**config.mk**
```make
export PLATFORM = sky130hd
export DESIGN_NAME = gfc_queue
export DESIGN_NICKNAME = d
export VERILOG_FILES = /design/src/sv/gfc_pkg.sv /design/src/sv/gfc_queue.sv
export SDC_FILE = /design/constraint.sdc
export NUM_CORES = 1
export LEC_CHECK = 0
export ABC_AREA = 1
export BUFFER_PORTS_ARGS = -buffer_cell sky130_fd_sc_hd__buf_2
export CELL_PAD_IN_SITES_DETAIL_PLACEMENT = 2
export CELL_PAD_IN_SITES_GLOBAL_PLACEMENT = 2
export CORE_UTILIZATION = 42
export CTS_CLUSTER_SIZE = 25
export DETAILED_ROUTE_END_ITERATION = 12
export PLACE_DENSITY = 0.84
export SLEW_MARGIN = 20
export SYNTH_ARGS = -nofsm -noshare
export SYNTH_HDL_FRONTEND = slang
export SYNTH_SLANG_ARGS = --single-unit
```
**constraint.sdc**
```tcl
create_clock -name clock -period 7.7 [get_ports clock]
set_input_delay 1.54 -clock clock [delete_from_list [all_inputs] [get_ports clock]]
set_output_delay 1.54 -clock clock [all_outputs]
set_load 0.01 [all_outputs]
```
**src/sv/gfc_pkg.sv**
```systemverilog
// Package for the grayscale GIF frame compositor.
// Holds sizes, operation and command codes, shared types and helpers.
// No dependencies.
`default_nettype none
package gfc_pkg;

   localparam int unsigned MAX_CANVAS_WIDTH  = 256;
   localparam int unsigned MAX_CANVAS_HEIGHT = 256;
   localparam int unsigned PALETTE_ENTRIES   = 256;
   localparam int unsigned CANVAS_CELLS      = MAX_CANVAS_WIDTH * MAX_CANVAS_HEIGHT;
   localparam int unsigned CANVAS_AW         = $clog2(CANVAS_CELLS);
   localparam int unsigned PAL_AW            = (PALETTE_ENTRIES > 1) ? $clog2(PALETTE_ENTRIES) : 1;
   localparam int unsigned Q_DEPTH           = 8;
   localparam int unsigned Q_AW              = $clog2(Q_DEPTH);

   // Luma weights in 16-bit fixed point.
   localparam logic [15:0] LUMA_R = 16'd19595;
   localparam logic [15:0] LUMA_G = 16'd38470;
   localparam logic [15:0] LUMA_B = 16'd7471;

   localparam logic [2:0] DISPOSE_CLEAR   = 3'd2;
   localparam logic [2:0] DISPOSE_RESTORE = 3'd3;

   localparam logic [1:0] CSR_CANVAS_WIDTH  = 2'd0;
   localparam logic [1:0] CSR_CANVAS_HEIGHT = 2'd1;
   localparam logic [1:0] CSR_DISPOSE_OVR   = 2'd2;

   localparam logic [1:0] ST_OK      = 2'd0;
   localparam logic [1:0] ST_BEYOND  = 2'd1;
   localparam logic [1:0] ST_OUTSIDE = 2'd2;

   typedef enum logic [2:0] {
      OP_PALETTE = 3'd0,
      OP_START   = 3'd1,
      OP_PIXEL   = 3'd2,
      OP_READ    = 3'd3,
      OP_END     = 3'd4
   } op_type;

   typedef enum logic [2:0] {
      CMD_NOP     = 3'd0,
      CMD_WRITE   = 3'd1,
      CMD_READ    = 3'd2,
      CMD_SAVE    = 3'd3,
      CMD_CLEAR   = 3'd4,
      CMD_RESTORE = 3'd5
   } cmd_kind_type;

   typedef struct packed {
      cmd_kind_type         kind;
      logic [CANVAS_AW-1:0] addr;
      logic [7:0]           gray;
      logic [1:0]           status;
   } cmd_type;

   typedef struct packed {
      logic init_done;
   } back_status_type;

   typedef enum logic [2:0] {
      B_CLEAR   = 3'd0,
      B_SAVE    = 3'd1,
      B_RESTORE = 3'd2,
      B_READ    = 3'd3,
      B_IDLE    = 3'd4
   } back_state_type;

   // Zero acts as one, values above the maximum saturate.
   function automatic logic [16:0] clamp_dim(input logic [8:0] v, input int unsigned maxv);
      logic [16:0] r;
      if (v == 9'd0) begin
         r = 17'd1;
      end else if (32'(v) > maxv) begin
         r = 17'(maxv);
      end else begin
         r = 17'(v);
      end
      return r;
   endfunction

endpackage
`default_nettype wire

```
**src/sv/gfc_queue.sv**
```systemverilog
// Short command queue between the front end and the canvas back end.
// Depends on gfc_pkg.
`default_nettype none
module gfc_queue (
   input  wire logic                   clock,
   input  wire logic                   reset,
   input  wire logic                   push,
   input  gfc_pkg::cmd_type            push_cmd,
   input  wire logic                   pop,
   output logic                        head_valid,
   output gfc_pkg::cmd_type            head_cmd,
   output logic [gfc_pkg::Q_AW:0]      count
);
   import gfc_pkg::*;

   cmd_type         slot_ff [Q_DEPTH];
   logic [Q_AW-1:0] wr_ff, rd_ff;
   logic [Q_AW:0]   count_ff;

   assign head_valid = (count_ff != '0);
   assign head_cmd   = slot_ff[rd_ff];
   assign count      = count_ff;

   always_ff @(posedge clock) begin
      if (reset) begin
         wr_ff    <= '0;
         rd_ff    <= '0;
         count_ff <= '0;
      end else begin
         if (push) begin
            wr_ff <= wr_ff + 1'b1;
         end
         if (pop) begin
            rd_ff <= rd_ff + 1'b1;
         end
         count_ff <= count_ff + (Q_AW+1)'(push) - (Q_AW+1)'(pop);
      end
   end

   always_ff @(posedge clock) begin
      if (push) begin
         slot_ff[wr_ff] <= push_cmd;
      end
   end

endmodule
`default_nettype wire

```
==> results of run 1 <==
[sequential cells by signal, summed over array words and instances, names as in the netlist, named ones only]
name	flops
slot_ff	232
rd_ff	3
wr_ff	3
count	4
[placed cells by master (no fill, tap or decap), drive strengths merged]
cell	netlist	final
buf	34	79
nand3	119	119
clkinv	0	8
a21oi	7	7
clkbuf	10	41
nor2	15	15
edfxtp	232	232
xnor2	1	1
dfxtp	13	13
or2	2	2
nand2	388	388
fa	1	1
bufinv	0	2
o21ai	4	4
ha	7	7
inv	250	250
[metrics by stage]
stage / cells / power, mW / hold slack [ns]
finish: 1499 / 3.21 / 0.537
global route: 1499 / 3.33 / 0.577
CTS: 1497 / 3.24 / 0.545
detailed placement: 1446 / 1.91 / 0.519
global placement: 1445 / 1.88 / 0.488
floorplan: 1083 / 1.77 / 0.463
[final timing paths]
kind                                             from                  endpoint  slack (ns)  cells past startpoint
worst max-delay path                             flop              head_cmd[16]        3.23                      8
worst min-delay path            wr_ff[0]$_SDFFE_PP0P_     wr_ff[0]$_SDFFE_PP0P_        0.54                      2
worst max register to register  wr_ff[0]$_SDFFE_PP0P_  slot_ff[0][19]$_DFFE_PP_        5.57                      3
worst min register to register  wr_ff[0]$_SDFFE_PP0P_     wr_ff[0]$_SDFFE_PP0P_        0.54                      2
[final cells by class]
type / count / area (sq um) / area share
flip-flops and latches: 245 / 7230 / 0.587
multi-input cells: 544 / 2350 / 0.191
clock buffers: 41 / 811 / 0.0658
clock inverters: 10 / 97.6 / 0.00792
repair buffers: 79 / 473 / 0.0384
inverters: 250 / 941 / 0.0764
well taps: 330 / 413 / 0.0335
[routing by layer]
metal,vias up,GRT usage
met1,3793,0.290
met2,164,0.480
li1,3485,-
met5,-,0
met4,0,0.0780
met3,63,0.0312
[worst register-to-register path, delay by kind of cell (launching register included)]
kind	cells	cell delay (ns)
buffers and inverters	1	0.44
DFF	1	0.34
and+or+nand+nor	2	1.02
[where the power goes]
part / total [mW] / switching (mW) / internal, mW
combinational: 0.365 / 0.254 / 0.111
clock: 1.32 / 0.534 / 0.790
sequential: 1.52 / 0.0195 / 1.50
total: 3.21 / 0.808 / 2.40
[cells by family after synthesis]
kind of cell	count (synthesis)
XOR/XNOR	1
adder cells (fa/ha/maj)	8
AND/OR/NAND/NOR	524
flip-flops	245
buffers and inverters	294
AO/OA/AOI/OAI	11
==> results.cfg, run 1 <==
[critical_path]
crit_type = flop to output pin
critPathMaxFanout = 84
worstSetupStartpointType = flop
end_kind = output pin
crit_path_frequent_cell = nand2_1
cp_cell_sequence = inv_4 > buf_4 > nand2_1 > nand3_1 > nand2_1 > nand2_1 > nand2_1 > buf_2
crit_buf_inv = 3
crit_path_max_incr_delay_ns = 0.78
cp.required_ns = 6.16
crit_slowest_cell = buf_4
cp_top_family = buffers and inverters
cp.arrival_ns = 2.93

[layout]
fin_area_sq_um = 12300
area_growth_syn_to_layout_pct = 14.9
nFillCells = 2707
diodes = 0
nNetsFinal = 1189
drive_gt1_frac = 0.112
final_util = 0.491

[clock_network]
clk_latency_ns = 0.54
cts_max_level = 1
cts_resized = 0
postCtsSetupBuffers = 0
numClockSinks = 245
numCtsBuffers = 28
cts_hold_buffers = 0
cts_tree = built
clk_pin_slew_worst_paths_ns = 0.06
cts-root-buf = clkbuf_16
cts_buffer_depth = 3

[die]
row_count = 58
core_sq_um = 25100
die-area_sq_um = 26200
pin_count = 67
die_w_microns = 162
initial_core_util = 0.427
die_h_microns = 162

[synthesis]
synth_common_cells = 388 x nand2_1, 248 x inv_1, 232 x edfxtp_1, 119 x nand3_1, 23 x buf_2
syn_nets = 1124
syn_avg_cell_area_sq_um = 9.90
synthMuxAreaShare = 0
yosysMostFrequentCell = nand2_1
netlist_area_sq_um = 10700
synth_edf_count = 232
ys_warn_count = 0
synthTopCellsByArea = edfxtp_1 65%, nand2_1 14%, inv_1 8.7%
seq_area_frac_synth = 0.674
synth_compound_area_frac = 0.00514
ys.flop_type = edfxtp_1
yosys.cell_types.count = 19
yosys.area_share.adder = 0.0100
synth_top_cell_area_share = 0.650
synth_top_family_by_area = simple AND/OR/NAND/NOR gates
ys_ff_latch = 245
netlist_instances = 1083
synth_top_area_cell = edfxtp_1
ys_async_sr_fraction = 0
yosys.area_share.simple = 0.198
synth-xor-area-share = 0.000817

[timing]
rsz0062_at_grt = no
fin_setup_tns_ns = 0
period_share = 0.580
setup_viol = 0
period_needed_ns = 4.47
clock.fmax_mhz = 224
slew_viol_final = 0
worstMarginPinSlew_ns = 1.09
worst_slack_ns = 3.23
fin_skew_ns = 0.00716
hold_viol = 0
maxSlewHeadroom = 0.273

[power_and_ir_drop]
p_leak_nw = 5.65
cellPowerDensity_nw_per_um2 = 260
ir_drop_v = 0.000228

[drt]
drt_iter0_drc = 315
met1Wirelength_mm = 12.7
dr_wl_met3_mm = 1.07
vias = 7505
route.detailed.drc = 0
top_layer = met4
wl_met2_mm = 17.2
wl_per_cell_microns = 21.2
wl_mm = 31.8
drtPass1Iterations = 4
ant_nets = 0
via_per_inst = 5.01

[place]
portBuffers = 66
gp_congestion = 0.704
dp_slack_ns = 3.78
dpl.hpwl_mm = 18.4
place_area_sq_um = 11400

[global_routing]
antenna_found_initial = 0
grt_max_degree = 89
grt_util_all_layers = 0.251
grt_pass1_vias = 8589
overflow = 0
grt_pass1_wl_mm = 48.9

[run]
cap_violations = 0

[outcome]
run_status = finished clean

[worst_hold_path]
hp-class = flop to flop
(Power assumes the default switching activity.)
==> inputs of run 2 (changes only) <==
ABC_AREA = 0   (was 1)
CORE_UTILIZATION = 43   (was 42)
PLACE_DENSITY = 0.75   (was 0.84)
clock period = 3.65 ns   (was 7.7 ns; I/O delays follow)
==> run 2 against run 1 <==
  * Die area decreased by 14%
  * Setup slack got worse by 2.8 ns
  * Combinational power grew 62%
  * Sequential share of layout area up 6.7 points
  * Non-clock buffer count up 1
  * Critical path type unchanged
  * Largest power group unchanged
==> results.cfg, run 2 <==
[synthesis]
ys_async_sr_fraction = 0
ys.flop_type = edfxtp_1
synth_edf_count = 232
netlist_instances = 403
yosys.cell_types.count = 25
synth_top_area_cell = edfxtp_1
synth_top_cell_area_share = 0.740
ys_ff_latch = 245
ys_warn_count = 0
syn_avg_cell_area_sq_um = 23.4
syn_nets = 444
netlist_area_sq_um = 9420
seq_area_frac_synth = 0.767
synthTopCellsByArea = edfxtp_1 74%, mux4_2 11%, mux4_1 3.6%
synth_common_cells = 232 x edfxtp_1, 45 x mux4_2, 19 x mux2_2, 16 x nor2_1
yosysMostFrequentCell = edfxtp_1

[drt]
route.detailed.drc = 0
drtPass1Iterations = 4
via_per_inst = 5.52
vias = 4357
ant_nets = 0
wl_mm = 21.3
wl_per_cell_microns = 27.1
drt_iter0_drc = 196

[timing]
hold_viol = 0
fin_setup_tns_ns = 0
rsz0062_at_grt = no
setup_viol = 0
clock.fmax_mhz = 310
worstMarginPinSlew_ns = 0.562
period_needed_ns = 3.23
period_share = 0.884
slew_viol_final = 0
fin_skew_ns = 0.00905
maxSlewHeadroom = 0.625

[worst_hold_path]
hp-class = primary input to flop
min_from = push_cmd[9]

[global_routing]
overflow = 0
grt_max_degree = 30
grt_pass1_wl_mm = 32.0
antenna_found_initial = 2
grt_pass1_vias = 4955
grt_util_all_layers = 0.201

[clock_network]
cts_tree = built
numClockSinks = 245
postCtsSetupBuffers = 0
clk_latency_ns = 0.52
cts_max_level = 1
clk_pin_slew_worst_paths_ns = 0.06
cts_hold_buffers = 0
numCtsBuffers = 27
cts-root-buf = clkbuf_16
cts_resized = 0
cts_buffer_depth = 3

[layout]
largest_reg_flops = 232
final_common_cell = edfxtp_1
diodes = 0
final_util = 0.521
drive_gt1_frac = 0.403
final_cell_mix = 232 x edfxtp_1, 66 x buf_2, 45 x mux4_2
nNetsFinal = 536
instances_no_fill = 789
top_register = slot_ff
area_growth_syn_to_layout_pct = 17.5

[outcome]
run_status = finished clean

[die]
die_w_microns = 150
die_h_microns = 150
pin_count = 67
core_sq_um = 21200
initial_core_util = 0.444
die-area_sq_um = 22500
row_count = 53

[critical_path]
crit_type = flop to output pin
end_kind = output pin
critPathMaxFanout = 18
cp.arrival_ns = 2.50
rr_startpoint = wr_ff[0]$_SDFFE_PP0P_
worstSetupStartpointType = flop
cp.required_ns = 2.92

[place]
portBuffers = 66
gp_congestion = 0.673
dpl.hpwl_mm = 12.8
dp.cells = 741

[power_and_ir_drop]
p_leak_nw = 3.66
ir_drop_v = 0.000431
cellPowerDensity_nw_per_um2 = 595

[run]
cap_violations = 0
[run 2: changes by cell type after synthesis, sizes merged, moves of 5 or more]
cell,delta
mux2,+29
mux4,+58
buf,-25
inv,-243
a21oi,-5
nand3,-117
nand2,-384
[run 2: kinds of logic after synthesis]
| group | after synthesis | synth area share |
|---|---|---|
| AO/OA/AOI/OAI | 3 | 0.00199 |
| flip-flops | 245 | 0.767 |
| adder cells (fa/ha/maj) | 8 | 0.0114 |
| AND/OR/NAND/NOR | 29 | 0.0134 |
| buffers and inverters | 24 | 0.0166 |
| multiplexers | 89 | 0.185 |
| XOR/XNOR | 5 | 0.00465 |
[run 2: per-stage QoR]
stage / worst slack [ns] / instance area (sq um) / power [mW] / hold WS, ns
after floorplan: 0.370 / 9420 / 3.64 / 0.485
final: 0.425 / 11100 / 6.59 / 0.475
after global routing: 0.270 / 11100 / 6.79 / 0.465
after global placement: 0.938 / 10200 / 3.84 / 0.503
after CTS: 0.347 / 11100 / 6.67 / 0.453
after detailed placement: 0.883 / 10200 / 3.89 / 0.535
[run 2: report_power, final]
group          leakage (nW)  total, mW  internal (mW)  switching [mW]
Combinational         0.999      0.592          0.283           0.309
Clock                 0.440       2.77           1.69            1.08
Sequential             2.22       3.22           3.17          0.0541
[run 2: final cells by class]
| type | count | area [sq um] |
|---|---|---|
| Clock inverter | 16 | 186 |
| Timing Repair Buffer | 80 | 460 |
| Inverter | 7 | 26.3 |
| Multi-Input combinational cell | 134 | 2090 |
| Sequential cell | 245 | 7230 |
| Fill cell | 1835 | 10200 |
| Clock buffer | 32 | 724 |
| Tap cell | 275 | 344 |
[run 2: critical path, cell delays in order (launching register included)]
cell     delay [ns]
dfxtp_4        0.57
buf_4          0.36
mux4_1         0.61
mux2_2         0.29
buf_2          0.14
[run 2: final timing paths]
check	to	cells past startpoint	slack (ns)
worst min-delay path	slot_ff[4][9]$_DFFE_PP_	1	0.47
worst max-delay path	head_cmd[2]	4	0.42
worst max register to register	slot_ff[7][24]$_DFFE_PP_	3	1.82
worst min register to register	wr_ff[2]$_SDFFE_PP0P_	2	0.54
[run 2: layer usage]
metal | global-route usage | routed length (microns) | part of all wire | vias up
li1 | - | - | - | 1868
met1 | 0.264 | 8960 | 0.42 | 2339
met2 | 0.347 | 11000 | 0.52 | 111
met3 | 0.0345 | 994 | 0.047 | 35
met4 | 0.0510 | 350 | 0.016 | 4
met5 | 0 | 26 | 0.0012 | -
==> inputs of run 3 (changes only) <==
BUFFER_PORTS_ARGS = default   (was -buffer_cell sky130_fd_sc_hd__buf_2)
CORE_UTILIZATION = 45   (was 43)
DONT_BUFFER_PORTS = 1   (was default)
PLACE_DENSITY = 0.74   (was 0.75)
==> run 3 against run 2 <==
  * Hold slack got worse by 0.20 ns
  * Setup slack got worse by 0.066 ns
  * Combinational power fell by 26%
  * Flip-flop and latch count did not move
  * Global-route usage rose by 0.39 points
  * Critical path depth fell by 1
  * Non-clock buffer count fell by 61
  * Highest routed layer is now met4
  * Design area fell by 3.6%
==> results.cfg, run 3 (synthesis gave the netlist of run 2 again) <==
[outcome]
run_status = finished clean

[timing]
rsz0062_at_grt = no
worstMarginPinSlew_ns = 0.903
clock.fmax_mhz = 304
period_share = 0.902
setup_viol = 0
fin_skew_ns = 0.00520
slew_viol_final = 0
worst_slack_ns = 0.359
fin_setup_tns_ns = 0
maxSlewHeadroom = 0.398
period_needed_ns = 3.29
hold_viol = 0

[die]
row_count = 52
initial_core_util = 0.463
die-area_sq_um = 21500
pin_count = 67
die_w_microns = 147
die_h_microns = 147
core_sq_um = 20400

[critical_path]
cp.required_ns = 2.92
cp_cell_sequence = buf_4 > mux4_2 > mux2_2
cp.arrival_ns = 2.56
crit_type = flop to output pin
crit_buf_inv = 1
end_kind = output pin
crit_path_max_incr_delay_ns = 0.72
cp_top_family = multiplexers
critPathMaxFanout = 31
worstSetupStartpointType = flop
crit_slowest_cell = dfxtp_4

[place]
portBuffers = 0
gp_congestion = 0.687
place_area_sq_um = 9840
dpl.hpwl_mm = 13.3
dp_slack_ns = 0.863

[global_routing]
overflow = 0
antenna_found_initial = 0
grt_max_degree = 35
grt_pass1_wl_mm = 31.6
grt_pass1_vias = 4740
grt_util_all_layers = 0.205

[clock_network]
numCtsBuffers = 26
numClockSinks = 245
cts-root-buf = clkbuf_16
cts_hold_buffers = 0
cts_resized = 0
cts_tree = built
cts_max_level = 1
clk_pin_slew_worst_paths_ns = 0.06
postCtsSetupBuffers = 0
cts_buffer_depth = 3
clk_latency_ns = 0.51

[drt]
drtPass1Iterations = 4
wl_per_cell_microns = 29.2
wl_mm = 21.1
drt_iter0_drc = 220
route.detailed.drc = 0
ant_nets = 0
via_per_inst = 5.68
vias = 4104

[power_and_ir_drop]
p_leak_nw = 3.38
cellPowerDensity_nw_per_um2 = 583
ir_drop_v = 0.000323

[layout]
final_cell_mix = 232 x edfxtp_1, 45 x mux4_2, 27 x clkbuf_16
area_growth_syn_to_layout_pct = 13.2
fin_area_sq_um = 10700
multi_input_area_sq_um = 2090
final_common_cell = edfxtp_1
nNetsFinal = 474
largest_reg_flops = 232
drive_gt1_frac = 0.313
regArea_sq_um = 7230
nFillCells = 1702
top_register = slot_ff
diodes = 0

[run]
cap_violations = 0

[worst_hold_path]
hp-class = primary input to flop
==> run 3: cell types whose count changed in the layout (fill, tap and decap cells not counted), sizes merged <==
cell / change
clkinvlp: -1
buf: -61
bufinv: -2
inv: -1
clkinv: +4
==> run 3: area by class of cell <==
cell class,instances,area share
clock buffer,32,0.0651
clock inverter,16,0.0121
inverter,7,0.00246
multi-input combinational,134,0.196
sequential,245,0.678
tap,270,0.0317
timing repair buffer,19,0.0145
==> run 3: where the power goes <==
part | internal (mW) | switching, mW | total [mW] | leakage, nW
sequential | 3.17 | 0.0802 | 3.25 | 2.22
clock | 1.49 | 1.04 | 2.53 | 0.402
combinational | 0.222 | 0.216 | 0.438 | 0.760
total | 4.88 | 1.34 | 6.22 | 3.38
==> run 3: path summary, 6_finish.rpt <==
kind                                            start  depth (start not counted)  slack (ns)                 endpoint
worst max-delay path                             flop                          3        0.36              head_cmd[8]
worst min-delay path                            reset                          1        0.27      count[1]$_SDFF_PP0_
worst max register to register  wr_ff[1]$_SDFFE_PP0P_                          3        1.63  slot_ff[6][8]$_DFFE_PP_
worst min register to register  wr_ff[2]$_SDFFE_PP0P_                          2        0.56    wr_ff[2]$_SDFFE_PP0P_
==> run 3: metrics by stage <==
step / hold WS [ns] / util / total power, mW / std cells
floorplan: 0.485 / - / 3.64 / 403
global placement: 0.516 / 0.483 / 3.73 / 675
detailed placement: 0.540 / 0.483 / 3.76 / 675
CTS: 0.254 / 0.524 / 6.30 / 723
global route: 0.256 / 0.524 / 6.42 / 723
finish: 0.274 / 0.524 / 6.22 / 723
==> run 3: worst reg2reg max path, delay by kind of cell, from the launching register on <==
kind	cells	cell delay [ns]
and+or+nand+nor	2	0.87
DFF	1	0.52
buffers and inverters	1	0.33
==> run 3: layer usage <==
layer / track usage / share of wire
met5: 0 / 0
met4: 0.0417 / 0.019
met3: 0.0378 / 0.053
met2: 0.368 / 0.53
met1: 0.259 / 0.40
